===== config.mk =====
export PLATFORM = sky130hd
export DESIGN_NAME = masked_region_mean_color_flat
export DESIGN_NICKNAME = d
export VERILOG_FILES = /design/src/rtl/mrmc_pkg.sv /design/src/rtl/mrmc_req_if.sv /design/src/rtl/mrmc_rsp_if.sv /design/src/rtl/masked_region_mean_color.sv /design/src/rtl/mrmc_ctrl.sv /design/src/rtl/mrmc_lane.sv /design/src/flat_wrapper.sv
export SDC_FILE = /design/constraint.sdc
export NUM_CORES = 1
export LEC_CHECK = 0
export ABC_AREA = 1
export ABC_CLOCK_PERIOD_IN_PS = 4300
export BUFFER_PORTS_ARGS = -buffer_cell sky130_fd_sc_hd__buf_2
export CORE_ASPECT_RATIO = 1.75
export CORE_MARGIN = 2
export CORE_UTILIZATION = 57
export CTS_CLUSTER_DIAMETER = 50
export CTS_CLUSTER_SIZE = 10
export DETAILED_ROUTE_END_ITERATION = 7
export PLACE_DENSITY = 0.78
export SLEW_MARGIN = 0
export SYNTH_ARGS = -nofsm -noshare
export SYNTH_HDL_FRONTEND = slang
export SYNTH_SLANG_ARGS = --single-unit

===== constraint.sdc =====
create_clock -name clock -period 4.3 [get_ports clock]
set_input_delay 0.215 -clock clock [delete_from_list [all_inputs] [get_ports clock]]
set_output_delay 0.215 -clock clock [all_outputs]
set_load 0.05 [all_outputs]

===== src/rtl/mrmc_pkg.sv =====
// Shared constants, codes and types of the masked region mean color block.
package mrmc_pkg;

   localparam int MAX_TILE_DIM = 64;

   // tile geometry widths follow the largest tile dimension
   localparam int DIM_W  = $clog2(MAX_TILE_DIM + 1);
   localparam int CNT_W  = $clog2(MAX_TILE_DIM);
   localparam int AREA_W = 2 * DIM_W;

   // fixed field widths
   localparam int PIX_W      = 8;
   localparam int SUM_W      = 20;
   localparam int FRAC_W     = 8;
   localparam int MEAN_W     = 18;
   localparam int DIVIDEND_W = SUM_W + FRAC_W;
   localparam int STEP_W     = $clog2(DIVIDEND_W);

   localparam logic [MEAN_W-1:0] MEAN_MAX = '1;

   // configuration port
   localparam int REG_W     = 7;
   localparam int SHAPE_W   = 3;
   localparam int CSR_IDX_W = 2;

   localparam logic [CSR_IDX_W-1:0] REG_TILE_ROWS  = CSR_IDX_W'(0);
   localparam logic [CSR_IDX_W-1:0] REG_TILE_COLS  = CSR_IDX_W'(1);
   localparam logic [CSR_IDX_W-1:0] REG_SHAPE_MODE = CSR_IDX_W'(2);

   localparam logic [REG_W-1:0]   TILE_ROWS_RESET  = REG_W'(8);
   localparam logic [REG_W-1:0]   TILE_COLS_RESET  = REG_W'(8);

   // shape codes
   localparam logic [SHAPE_W-1:0] SHAPE_RECT        = SHAPE_W'(0);
   localparam logic [SHAPE_W-1:0] SHAPE_UPPER_LEFT  = SHAPE_W'(1);
   localparam logic [SHAPE_W-1:0] SHAPE_LOWER_RIGHT = SHAPE_W'(2);
   localparam logic [SHAPE_W-1:0] SHAPE_UPPER_RIGHT = SHAPE_W'(3);
   localparam logic [SHAPE_W-1:0] SHAPE_LOWER_LEFT  = SHAPE_W'(4);

   localparam logic [SHAPE_W-1:0] SHAPE_MODE_RESET = SHAPE_RECT;

   typedef struct packed {
      logic                 we;
      logic [CSR_IDX_W-1:0] idx;
      logic [REG_W-1:0]     data;
   } csr_write_type;

   typedef struct packed {
      logic              accept;
      logic              add;
      logic              load;
      logic              step;
      logic [AREA_W-1:0] divisor;
   } lane_ctl_type;

   typedef struct packed {
      logic xfer;
      logic fault;
   } ctl_status_type;

endpackage


===== src/rtl/mrmc_req_if.sv =====
// Pixel request channel of the masked region mean color block.
interface mrmc_req_if import mrmc_pkg::*; ();
   logic             valid;
   logic             ready;
   logic [PIX_W-1:0] pix_blue;
   logic [PIX_W-1:0] pix_green;
   logic [PIX_W-1:0] pix_red;

   modport source (output valid, output pix_blue, output pix_green, output pix_red,
                   input ready);
   modport sink   (input valid, input pix_blue, input pix_green, input pix_red,
                   output ready);
endinterface


===== src/rtl/mrmc_rsp_if.sv =====
// Mean result channel of the masked region mean color block.
interface mrmc_rsp_if import mrmc_pkg::*; ();
   logic              valid;
   logic              ready;
   logic [MEAN_W-1:0] mean_blue;
   logic [MEAN_W-1:0] mean_green;
   logic [MEAN_W-1:0] mean_red;
   logic              divide_fault;

   modport source (output valid, output mean_blue, output mean_green, output mean_red,
                   output divide_fault, input ready);
   modport sink   (input valid, input mean_blue, input mean_green, input mean_red,
                   input divide_fault, output ready);
endinterface


===== src/rtl/masked_region_mean_color.sv =====
// Top level: mean color of a masked tile region, three lanes merged into one result register.
//
//   channel   direction  handshake        payload
//   req_bus   in         valid / ready    pix_blue, pix_green, pix_red (8 bits each)
//   rsp_bus   out        valid / ready    mean_blue, mean_green, mean_red (18), divide_fault
//   csr_*     in         csr_we only      csr_index (2), csr_wdata (7)
//
// One pixel request is taken every cycle while a tile streams in.
// After the last pixel of a tile the request side stalls through the 28 steps of the bit-serial
// divider that each lane holds for itself, and until the means can move into the result
// register.
// The result register lets the next tile stream in while a result waits; if that tile ends
// before the result is taken, the divider holds its answer until the register frees up.
// Reset is synchronous: it clears sums, counters, the sequencer and the result valid, and
// loads the register defaults (8 x 8 tile, full rectangle).
module masked_region_mean_color import mrmc_pkg::*; (
   input  logic                 clock,
   input  logic                 reset,
   mrmc_req_if.sink             req_bus,
   mrmc_rsp_if.source           rsp_bus,
   input  logic                 csr_we,
   input  logic [CSR_IDX_W-1:0] csr_index,
   input  logic [REG_W-1:0]     csr_wdata
);

   csr_write_type  csr;
   lane_ctl_type   lane_ctl;
   ctl_status_type status;
   logic           out_free;

   logic [MEAN_W-1:0] blue_lane, green_lane, red_lane;

   logic              rsp_valid_ff, rsp_valid_in;
   logic [MEAN_W-1:0] blue_ff, blue_in;
   logic [MEAN_W-1:0] green_ff, green_in;
   logic [MEAN_W-1:0] red_ff, red_in;
   logic              fault_ff, fault_in;

   assign csr.we   = csr_we;
   assign csr.idx  = csr_index;
   assign csr.data = csr_wdata;

   // the result register is free when empty or being drained this cycle
   assign out_free = !rsp_valid_ff || rsp_bus.ready;

   mrmc_ctrl u_ctrl (
      .clock     (clock),
      .reset     (reset),
      .csr       (csr),
      .req_valid (req_bus.valid),
      .req_ready (req_bus.ready),
      .out_free  (out_free),
      .lane_ctl  (lane_ctl),
      .status    (status)
   );

   mrmc_lane u_lane_blue (
      .clock    (clock),
      .reset    (reset),
      .lane_ctl (lane_ctl),
      .pix      (req_bus.pix_blue),
      .mean     (blue_lane)
   );

   mrmc_lane u_lane_green (
      .clock    (clock),
      .reset    (reset),
      .lane_ctl (lane_ctl),
      .pix      (req_bus.pix_green),
      .mean     (green_lane)
   );

   mrmc_lane u_lane_red (
      .clock    (clock),
      .reset    (reset),
      .lane_ctl (lane_ctl),
      .pix      (req_bus.pix_red),
      .mean     (red_lane)
   );

   // merge stage: gather the lane means, force zeros on a zero divisor
   always_comb begin
      rsp_valid_in = rsp_valid_ff;
      blue_in      = blue_ff;
      green_in     = green_ff;
      red_in       = red_ff;
      fault_in     = fault_ff;
      if (status.xfer) begin
         rsp_valid_in = 1'b1;
         blue_in      = status.fault ? '0 : blue_lane;
         green_in     = status.fault ? '0 : green_lane;
         red_in       = status.fault ? '0 : red_lane;
         fault_in     = status.fault;
      end else if (rsp_bus.ready) begin
         // drop the result once taken
         rsp_valid_in = 1'b0;
      end
   end

   always_ff @(posedge clock) begin
      if (reset) begin
         rsp_valid_ff <= 1'b0;
      end else begin
         rsp_valid_ff <= rsp_valid_in;
      end
   end

   always_ff @(posedge clock) begin
      blue_ff  <= blue_in;
      green_ff <= green_in;
      red_ff   <= red_in;
      fault_ff <= fault_in;
   end

   assign rsp_bus.valid        = rsp_valid_ff;
   assign rsp_bus.mean_blue    = blue_ff;
   assign rsp_bus.mean_green   = green_ff;
   assign rsp_bus.mean_red     = red_ff;
   assign rsp_bus.divide_fault = fault_ff;

endmodule


===== src/rtl/mrmc_ctrl.sv =====
// Tile controller: configuration registers, raster counters, shape mask, divide sequencing.
module mrmc_ctrl import mrmc_pkg::*; (
   input  logic           clock,
   input  logic           reset,
   input  csr_write_type  csr,
   input  logic           req_valid,
   output logic           req_ready,
   input  logic           out_free,
   output lane_ctl_type   lane_ctl,
   output ctl_status_type status
);

   localparam logic [1:0] ST_RUN  = 2'd0;
   localparam logic [1:0] ST_DIV  = 2'd1;
   localparam logic [1:0] ST_HOLD = 2'd2;

   function automatic logic [DIM_W-1:0] eff_dim(input logic [REG_W-1:0] value);
      logic [DIM_W-1:0] dim;
      if (value == '0) begin
         dim = DIM_W'(1);
      end else if (int'(value) > MAX_TILE_DIM) begin
         dim = DIM_W'(MAX_TILE_DIM);
      end else begin
         dim = DIM_W'(value);
      end
      return dim;
   endfunction

   logic [1:0]         state_ff, state_in;
   logic [REG_W-1:0]   rows_ff, rows_in;
   logic [REG_W-1:0]   cols_ff, cols_in;
   logic [SHAPE_W-1:0] shape_ff, shape_in;
   logic [CNT_W-1:0]   row_ff, row_in;
   logic [CNT_W-1:0]   col_ff, col_in;
   logic [STEP_W-1:0]  step_ff, step_in;
   logic [AREA_W-1:0]  divisor_ff, divisor_in;
   logic               fault_ff, fault_in;

   logic [DIM_W-1:0]   h, w, c_ext, r_ext, c_next, r_next;
   logic [DIM_W:0]     diag;
   logic               row_end, tile_end, in_tile, hit, counts, accept;
   logic [AREA_W-1:0]  area, divisor_new;

   always_comb begin
      h       = eff_dim(rows_ff);
      w       = eff_dim(cols_ff);
      c_ext   = DIM_W'(col_ff);
      r_ext   = DIM_W'(row_ff);
      c_next  = c_ext + DIM_W'(1);
      r_next  = r_ext + DIM_W'(1);
      row_end = (c_next >= w);
      tile_end = row_end && (r_next >= h);
      diag    = {1'b0, c_ext} + {1'b0, r_ext};
      in_tile = (r_ext < h) && (c_ext < w);

      unique case (shape_ff)
         SHAPE_RECT:        hit = 1'b1;
         SHAPE_UPPER_LEFT:  hit = (diag < {1'b0, w});
         SHAPE_LOWER_RIGHT: hit = (diag >= {1'b0, w});
         SHAPE_UPPER_RIGHT: hit = (c_ext >= r_ext);
         SHAPE_LOWER_LEFT:  hit = (c_ext < r_ext);
         default:           hit = 1'b0;
      endcase
      counts = in_tile && hit;

      area        = AREA_W'(h) * AREA_W'(w);
      divisor_new = (shape_ff == SHAPE_RECT) ? area : (area >> 1);
   end

   assign req_ready = (state_ff == ST_RUN);
   assign accept    = req_valid && req_ready;

   // configuration decode
   always_comb begin
      rows_in  = rows_ff;
      cols_in  = cols_ff;
      shape_in = shape_ff;
      if (csr.we) begin
         unique case (csr.idx)
            REG_TILE_ROWS:  rows_in  = csr.data;
            REG_TILE_COLS:  cols_in  = csr.data;
            REG_SHAPE_MODE: shape_in = csr.data[SHAPE_W-1:0];
            default:        ;
         endcase
      end
   end

   // raster counters and sequencer
   always_comb begin
      row_in     = row_ff;
      col_in     = col_ff;
      state_in   = state_ff;
      step_in    = step_ff;
      divisor_in = divisor_ff;
      fault_in   = fault_ff;

      if (accept) begin
         if (!row_end) begin
            col_in = CNT_W'(c_next);
         end else begin
            col_in = '0;
            row_in = (r_next < h) ? CNT_W'(r_next) : '0;
         end
      end

      unique case (state_ff)
         ST_RUN: begin
            if (accept && tile_end) begin
               state_in   = ST_DIV;
               step_in    = '0;
               divisor_in = divisor_new;
               fault_in   = (divisor_new == '0);
            end
         end
         ST_DIV: begin
            step_in = step_ff + STEP_W'(1);
            if (step_ff == STEP_W'(DIVIDEND_W - 1)) begin
               state_in = ST_HOLD;
            end
         end
         ST_HOLD: begin
            if (out_free) begin
               state_in = ST_RUN;
            end
         end
         default: state_in = ST_RUN;
      endcase
   end

   always_ff @(posedge clock) begin
      if (reset) begin
         state_ff <= ST_RUN;
         rows_ff  <= TILE_ROWS_RESET;
         cols_ff  <= TILE_COLS_RESET;
         shape_ff <= SHAPE_MODE_RESET;
         row_ff   <= '0;
         col_ff   <= '0;
         step_ff  <= '0;
      end else begin
         state_ff <= state_in;
         rows_ff  <= rows_in;
         cols_ff  <= cols_in;
         shape_ff <= shape_in;
         row_ff   <= row_in;
         col_ff   <= col_in;
         step_ff  <= step_in;
      end
   end

   always_ff @(posedge clock) begin
      divisor_ff <= divisor_in;
      fault_ff   <= fault_in;
   end

   assign lane_ctl.accept  = accept;
   assign lane_ctl.add     = accept && counts;
   assign lane_ctl.load    = accept && tile_end;
   assign lane_ctl.step    = (state_ff == ST_DIV);
   assign lane_ctl.divisor = divisor_ff;

   assign status.xfer  = (state_ff == ST_HOLD) && out_free;
   assign status.fault = fault_ff;

endmodule


===== src/rtl/mrmc_lane.sv =====
// One color lane: masked channel sum and a bit-serial restoring divider.
module mrmc_lane import mrmc_pkg::*; (
   input  logic              clock,
   input  logic              reset,
   input  lane_ctl_type      lane_ctl,
   input  logic [PIX_W-1:0]  pix,
   output logic [MEAN_W-1:0] mean
);

   logic [SUM_W-1:0]      sum_ff, sum_in, sum_upd;
   logic [AREA_W-1:0]     rem_ff, rem_in;
   logic [DIVIDEND_W-1:0] quo_ff, quo_in;
   logic [AREA_W:0]       trial;

   always_comb begin
      sum_upd = lane_ctl.add ? (sum_ff + SUM_W'(pix)) : sum_ff;
      sum_in  = sum_ff;
      if (lane_ctl.accept) begin
         // clear on the last pixel of the tile
         sum_in = lane_ctl.load ? '0 : sum_upd;
      end

      trial  = {rem_ff, quo_ff[DIVIDEND_W-1]};
      rem_in = rem_ff;
      quo_in = quo_ff;
      if (lane_ctl.load) begin
         rem_in = '0;
         quo_in = {sum_upd, {FRAC_W{1'b0}}};
      end else if (lane_ctl.step) begin
         if (trial >= {1'b0, lane_ctl.divisor}) begin
            rem_in = AREA_W'(trial - {1'b0, lane_ctl.divisor});
            quo_in = {quo_ff[DIVIDEND_W-2:0], 1'b1};
         end else begin
            rem_in = trial[AREA_W-1:0];
            quo_in = {quo_ff[DIVIDEND_W-2:0], 1'b0};
         end
      end
   end

   always_ff @(posedge clock) begin
      if (reset) begin
         sum_ff <= '0;
      end else begin
         sum_ff <= sum_in;
      end
   end

   always_ff @(posedge clock) begin
      rem_ff <= rem_in;
      quo_ff <= quo_in;
   end

   // saturate the quotient to the 10.8 range
   assign mean = (quo_ff > DIVIDEND_W'(MEAN_MAX)) ? MEAN_MAX : quo_ff[MEAN_W-1:0];

endmodule


===== src/flat_wrapper.sv =====
// flat-port wrapper written by rule: the top's interface ports become plain ports
module masked_region_mean_color_flat import mrmc_pkg::*;
  (clock, reset, csr_we, csr_index, csr_wdata, req_bus_valid, req_bus_pix_blue, req_bus_pix_green, req_bus_pix_red, req_bus_ready, rsp_bus_valid, rsp_bus_mean_blue, rsp_bus_mean_green, rsp_bus_mean_red, rsp_bus_divide_fault, rsp_bus_ready);
  mrmc_req_if req_bus_i ();
  mrmc_rsp_if rsp_bus_i ();
  input  logic clock;
  input  logic reset;
  input  logic csr_we;
  input  logic [CSR_IDX_W-1:0] csr_index;
  input  logic [REG_W-1:0] csr_wdata;
  input wire logic [$bits(req_bus_i.valid)-1:0] req_bus_valid;
  input wire logic [$bits(req_bus_i.pix_blue)-1:0] req_bus_pix_blue;
  input wire logic [$bits(req_bus_i.pix_green)-1:0] req_bus_pix_green;
  input wire logic [$bits(req_bus_i.pix_red)-1:0] req_bus_pix_red;
  output wire logic [$bits(req_bus_i.ready)-1:0] req_bus_ready;
  output wire logic [$bits(rsp_bus_i.valid)-1:0] rsp_bus_valid;
  output wire logic [$bits(rsp_bus_i.mean_blue)-1:0] rsp_bus_mean_blue;
  output wire logic [$bits(rsp_bus_i.mean_green)-1:0] rsp_bus_mean_green;
  output wire logic [$bits(rsp_bus_i.mean_red)-1:0] rsp_bus_mean_red;
  output wire logic [$bits(rsp_bus_i.divide_fault)-1:0] rsp_bus_divide_fault;
  input wire logic [$bits(rsp_bus_i.ready)-1:0] rsp_bus_ready;
  assign req_bus_i.valid = req_bus_valid;
  assign req_bus_i.pix_blue = req_bus_pix_blue;
  assign req_bus_i.pix_green = req_bus_pix_green;
  assign req_bus_i.pix_red = req_bus_pix_red;
  assign req_bus_ready = req_bus_i.ready;
  assign rsp_bus_valid = rsp_bus_i.valid;
  assign rsp_bus_mean_blue = rsp_bus_i.mean_blue;
  assign rsp_bus_mean_green = rsp_bus_i.mean_green;
  assign rsp_bus_mean_red = rsp_bus_i.mean_red;
  assign rsp_bus_divide_fault = rsp_bus_i.divide_fault;
  assign rsp_bus_i.ready = rsp_bus_ready;
  masked_region_mean_color u_core (.clock(clock), .reset(reset), .req_bus(req_bus_i), .rsp_bus(rsp_bus_i), .csr_we(csr_we), .csr_index(csr_index), .csr_wdata(csr_wdata));
endmodule

**Word-level counts from Yosys, hierarchy flattened**

Cells that the tools add are included.

- Register bits: 293
- Input bits: 38
- Output and inout bits: 57
- Word-level logic and storage cells: 128

- $add $sub $neg: 10
- $mul: 1
- $lt $le $gt $ge: 17
- Equality and inequality tests: 12
- Muxes and demuxes: 37
- Reductions and logical operators: 25

Operators by type and width:

| cell | count |
|---|---|
| $mux 28 | 6 |
| $mux 20 | 6 |
| $gt 28x18->1 const B | 3 |
| $add 20x8->20 | 3 |
| $mux 14 | 4 |
| $mux 18 | 3 |
| $ge 15x14->1 | 3 |
| $sub 14x14->14 | 3 |
| $mux 7 | 4 |
| $ge 7x7->1 | 3 |
| $add 6x1->7 const B | 2 |
| $gt 7x7->1 const B | 2 |
| $logic_not 14->1 | 1 |
| $logic_not 7->1 | 2 |
| $lt 6x7->1 | 2 |
| $lt 7x7->1 | 2 |
| $mul 7x7->14 | 1 |
| $mux 6 | 2 |
| $reduce_and 2->1 | 6 |
| $pmux 5 s2 | 1 |
| $add 6x6->7 | 1 |
| $logic_and 1x1->1 | 7 |
| $eq 3x2->1 const B | 2 |
| $ge 6x6->1 | 1 |
| 19 further kinds | 32 |

**Logic depth before layout (Yosys ltp)**

- Depth after elaboration: 9
- Depth in mapped cells: 27
- Gate-level depth less buffers: 26

**By module**

A second synthesis with hierarchy kept.

- Cell total of the unflattened synthesis: 2810
- Area, all modules: 20668.6 µm²

By module, submodules not included:

| module | times used | cells each | area each (µm²) | sequential area each (µm²) |
|---|---|---|---|---|
| mrmc_lane at u_core.u_lane_blue ... | 2 | 634 | 4426.7 | 1441.4 |
| mrmc_ctrl | 1 | 730 | 5221.3 | 1171.1 |
| mrmc_lane at u_core.u_lane_red | 1 | 638 | 4433.0 | 1441.4 |
| masked_region_mean_color | 1 | 174 | 2160.8 | 1671.6 |

**Worst setup path after synthesis**

Ideal clock, no wire load.

- Path kind: flip-flop to flip-flop
- Start point: register u_core.u_ctrl.cols_ff[6]
- End point: register u_core.u_ctrl.fault_ff, data pin
- Arrival time: 4.496 ns
- Required time: 4.143 ns
- Slack: -0.353 ns
- Cell stages (with the launch flop): 24
- Period minus slack after synthesis: 4.653 ns
- Cell sequence: dfxtp_1 inv_2 clkbuf_1 nand2_1 inv_1 nand3_1 fa_1 fa_1 inv_1 fa_1 inv_1 fa_1 inv_1 ha_1 nand2_1 nor2_1 nand2_1 nand3_1 nand2_1 nand3_1 o21ai_0 nor2_1 nand3_1 nor3_1

- Cells in the longest elaborated chain, start to end: 6
- Elaborated cells between the ends (all ways): 7

Ends and longest elaborated chain:

| element | line | RTL |
|---|---|---|
| start, declared | mrmc_ctrl.sv:31 | `logic [REG_W-1:0] cols_ff, cols_in;` |
| start signal, assigned | mrmc_ctrl.sv:142 | `cols_ff <= cols_in;` |
| $gt 7x7->1 | mrmc_ctrl.sv:21 | `end else if (int'(value) > MAX_TILE_DIM) begin` |
| $mux 7 | mrmc_ctrl.sv:21 |  |
| $mux 7 (*) | mrmc_ctrl.sv:19 | `if (value == '0) begin` |
| $mul 7x7->14 (*) | mrmc_ctrl.sv:66 | `area = AREA_W'(h) * AREA_W'(w);` |
| $mux 14 (*) | mrmc_ctrl.sv:67 | `divisor_new = (shape_ff == SHAPE_RECT) ? area : (area >> 1);` |
| via u_core.u_ctrl.divisor_new[6] | mrmc_ctrl.sv:42 | `logic [AREA_W-1:0] area, divisor_new;` |
| $logic_not 14->1 (*) | mrmc_ctrl.sv:112 | `fault_in = (divisor_new == '0);` |
| end signal, assigned | mrmc_ctrl.sv:152 | `fault_ff <= fault_in;` |
| end, declared | mrmc_ctrl.sv:37 | `logic fault_ff, fault_in;` |

The timed path passes the listed nets; every way through them passes the cells marked *.
A chain may end at the register's enable or synchronous reset.

**Worst setup path after layout**

- Start point: register u_core.u_ctrl.rows_ff[0]
- End point: register u_core.u_ctrl.fault_ff, data pin

- Cells in the longest elaborated chain, start to end: 6
- Elaborated cells between the ends (all ways): 7

Ends and longest elaborated chain:

| element | line | RTL |
|---|---|---|
| start, declared | mrmc_ctrl.sv:30 | `logic [REG_W-1:0] rows_ff, rows_in;` |
| start signal, assigned | mrmc_ctrl.sv:141 | `rows_ff <= rows_in;` |
| $gt 7x7->1 | mrmc_ctrl.sv:21 |  |
| $mux 7 | mrmc_ctrl.sv:21 |  |
| $mux 7 (*) | mrmc_ctrl.sv:19 |  |
| $mul 7x7->14 (*) | mrmc_ctrl.sv:66 |  |
| $mux 14 (*) | mrmc_ctrl.sv:67 |  |
| $logic_not 14->1 (*) | mrmc_ctrl.sv:112 |  |

Every way passes the cells marked *; elsewhere a longest branch is shown, timed or not.

==> flow_summary.json <==
{
  "combPwrFrac_pct": 35.4,
  "max_slew_margin_pct": 21.7,
  "p_int_mw": 6.37,
  "dpl_cell_area_um2": 21200,
  "ys_ff_latch": 293,
  "top_layer": "met4",
  "irDropWorstVdd_v": 0.000302,
  "worstMarginPinSlew_ns": 1.17,
  "end_kind": "flip-flop",
  "fin_crit_sh_pct": 101,
  "r2r_cells": 23,
  "finalNetCount": 3036,
  "synth_cells": 2694,
  "vias": 18400,
  "numCtsBuffers": 39,
  "max_stage_delay_ns": 0.54,
  "crit_chain": "nor2_2, nand3_2, o21ai_2, nand2_1, fa_1, fa_1, inv_2, fa_1, inv_2, fa_1, inv_2, ha_4, nand2_2, nand2_2, inv_1, nand2_1, nand2_1, nand3_1, nand2_1, nand3_1, nand2_1, nand2_1, nor3_1",
  "power.leakage_nw": 11.2,
  "p_per_area_nw_per_um2": 450,
  "layout_common_cells": "658 x nand2_1, 341 x inv_1, 290 x nand3_1",
  "io_buffers": 94,
  "drtIter0Drc": 1101,
  "path_clk_slew_ns": 0.05,
  "post-route-util_pct": 65.6,
  "grt_pass1_vias": 18500,
  "crit_arrival_ns": 4.72,
  "wl_um": 52100,
  "dp_cells": 3229,
  "syn_area_um2": 20000,
  "htree_levels": 2,
  "status": "complete, but fails checks",
  "place_ws_ns": -0.257,
  "final_antenna_net_count": 0,
  "setup_slack_ns": -0.0389,
  "cp-start-kind": "flip-flop",
  "crit_required_ns": 4.68,
  "power_switching_mw": 3.84,
  "wl_met2_um": 28000,
  "syn-num-nets": 2909,
  "fin_area_um2": 22700,
  "hold_viol": 0,
  "viasPerCell": 5.54,
  "min_path_cells": 3,
  "clockRootBuffer": "clkbuf_16",
  "fmax_mhz": 230,
  "layout-drive-gt1-share_pct": 12.9,
  "synth_seq_area_share_pct": 35.8,
  "syn_to_final_growth_pct": 13.4,
  "finClkSkew_ns": 0.0162,
  "critPathMaxFanout": 4,
  "die_x_um": 146,
  "violations": "negative setup slack",
  "fp.dieArea_um2": 36700,
  "route.met3.wl_um": 1930,
  "p_clk_share_pct": 29.1,
  "yosysWarnings": 0,
  "cp_num_cells": 23,
  "hold_ws_ns": 0.0387,
  "final_common_cell": "nand2_1",
  "dp_hpwl_um": 37900,
  "drc_errors": 0,
  "syn_area_per_cell_um2": 7.43,
  "crit_path_top_delay_cell": "fa_1",
  "clk_path_buf_depth": 3,
  "seq_power_share_pct": 35.4,
  "grt_overflow": 0,
  "setup_viol": 1,
  "drtPass1Iterations": 5,
  "finalCriticalPeriod_ns": 4.34,
  "cts_tree": "built",
  "hold_class": "input pin to flip-flop",
  "num_io_pins": 95,
  "swShare_pct": 37.6,
  "routabilityCongestion": 0.955,
  "die_y_um": 252,
  "synthDistinctLibCells": 45,
  "grt_util_all_layers_pct": 28.4,
  "wl_per_cell_um": 15.7,
  "grt_max_degree": 74,
  "drv_slew": 0,
  "clk_latency_ns": 0.54,
  "path_class": "flip-flop to flip-flop",
  "fin_cells": 3312,
  "critPathTopFamily": "adder cells",
  "rows": 90,
  "antenna_found_initial": 0,
  "clock-sinks": 293,
  "core-area_um2": 34600,
  "critPathBufInv": 4,
  "path_common_cell": "nand2_1",
  "drv_cap": 0,
  "rsz0062_at_grt": "true",
  "m1WireLength_um": 19500,
  "grt_first_pass_wirelength_um": 86100,
  "start_util_pct": 57.9
}
==> per-layer routing <==
metal | vias up | track usage (%)
met1 | 8598 | 29.4
met3 | 171 | 3.22
li1 | 9116 | -
met5 | - | 0
met2 | 478 | 55.3
met4 | 0 | 15.5
==> logic make-up after synthesis <==
| kind of cell | after synthesis | synth area share, % |
|---|---|---|
| adder cells (fa/ha/maj) | 177 | 12.2 |
| XOR/XNOR | 75 | 3.28 |
| AO/OA/AOI/OAI | 321 | 8.74 |
| buffers and inverters | 439 | 9.13 |
| AND/OR/NAND/NOR | 1389 | 30.8 |
| flip-flops | 293 | 35.8 |
==> cells in the mapped netlist (all sizes together) <==
master | n | area, um^2
nor4 | 8 | 50.1
clkbuf | 33 | 124
a22oi | 22 | 165
nor3b | 1 | 7.51
or2 | 14 | 87.6
nand3 | 350 | 2020
fa | 31 | 621
a41oi | 1 | 8.76
o21a | 5 | 37.5
edfxtp | 130 | 3900
a21o | 7 | 52.6
nor3 | 25 | 125
nand3b | 4 | 30.0
a21oi | 106 | 531
o211ai | 11 | 82.6
o211a | 1 | 10.0
xor2 | 38 | 333
inv | 355 | 1340
a31oi | 1 | 6.26
xnor2 | 37 | 324
and2 | 2 | 12.5
o21ai | 159 | 796
ha | 146 | 1830
o21bai | 4 | 30.0
dfxtp | 163 | 3260
buf | 51 | 365
nor2 | 264 | 1020
nand4 | 31 | 194
and3 | 1 | 6.26
a21boi | 2 | 15.0
a211oi | 2 | 15.0
nand2 | 689 | 2610
==> worst paths after layout <==
| kind | start | slack [ns] | endpoint |
|---|---|---|---|
| worst max-delay path | u_core.u_ctrl.rows_ff[0]$_SDFFE_PP0P_ | -0.04 | u_core.u_ctrl.fault_ff$_DFFE_PP_ |
| worst min-delay path | csr_wdata[6] | 0.04 | u_core.u_ctrl.rows_ff[6]$_SDFFE_PP0P_ |
| worst max register to register | u_core.u_ctrl.rows_ff[0]$_SDFFE_PP0P_ | -0.04 | u_core.u_ctrl.fault_ff$_DFFE_PP_ |
| worst min register to register | u_core.u_lane_blue.rem_ff[10]$_SDFFE_PP0P_ | 0.47 | u_core.u_lane_blue.rem_ff[10]$_SDFFE_PP0P_ |
==> registers in the layout, indices dropped and copies added, names as in the netlist <==
register                     flops
u_core.u_lane_green.sum_ff      20
u_core.u_ctrl.cols_ff            7
u_core.u_lane_blue.rem_ff       14
u_core.u_lane_red.sum_ff        20
u_core.rsp_bus.mean_blue        18
u_core.u_ctrl.state_ff           2
u_core.u_lane_red.quo_ff        28
u_core.u_ctrl.fault_ff           1
u_core.u_lane_blue.sum_ff       20
u_core.u_ctrl.row_ff             6
u_core.u_lane_blue.quo_ff       28
u_core.u_lane_green.quo_ff      28
u_core.u_lane_red.rem_ff        14
u_core.u_ctrl.divisor_ff        14
u_core.rsp_bus.mean_red         18
u_core.rsp_bus.divide_fault      1
u_core.u_lane_green.rem_ff      14
u_core.u_ctrl.rows_ff            7
u_core.u_ctrl.shape_ff           3
u_core.u_ctrl.col_ff             6
u_core.rsp_bus.mean_green       18
u_core.rsp_bus.valid             1
u_core.u_ctrl.step_ff            5
==> cell type report <==
class | instances | area [um^2]
diodes | 2 | 5.00
clock buffers | 60 | 1060
clock inverters | 10 | 88.8
fillers | 3010 | 11900
inverters | 355 | 1340
multi-input cells | 1962 | 11300
flip-flops and latches | 293 | 7180
well taps | 460 | 576
repair buffers | 170 | 1130
==> power by group through the flow <==
| stage | clock network [mW] | registers [mW] | logic, mW |
|---|---|---|---|
| 2_1_floorplan | 0 | 3.57 | 2.81 |
| 3_3_place_gp | 0 | 3.65 | 3.41 |
| 3_5_place_dp | 0 | 3.66 | 3.50 |
| 4_1_cts | 3.02 | 3.61 | 3.55 |
| 5_1_grt | 3.12 | 3.67 | 4.09 |
| 6_report | 2.97 | 3.62 | 3.62 |
==> tightest hold or removal path: cells and delay by family <==
kind,cells,cell delay [ns]
buf+inv,1,0.12
compound gates,2,0.20
==> stage by stage <==
step / setup TNS, ns / power [mW]
global placement: -0.444 / 7.06
CTS: -0.0637 / 10.2
finish: -0.0389 / 10.2
global route: -1.07 / 10.9
detailed placement: -0.817 / 7.16
floorplan: 0 / 6.38
==> what timing repair did <==
action | 4_1_cts | 5_1_grt
pin swaps | 24 | 24
gates resized for setup | 32 | 38
buffers inserted | 2 | 4
endpoints found under the hold margin | 12 | 0
endpoints found under the setup margin | 8 | 11
hold buffers | 6 | 0
Power figures use the tool's default switching activity.
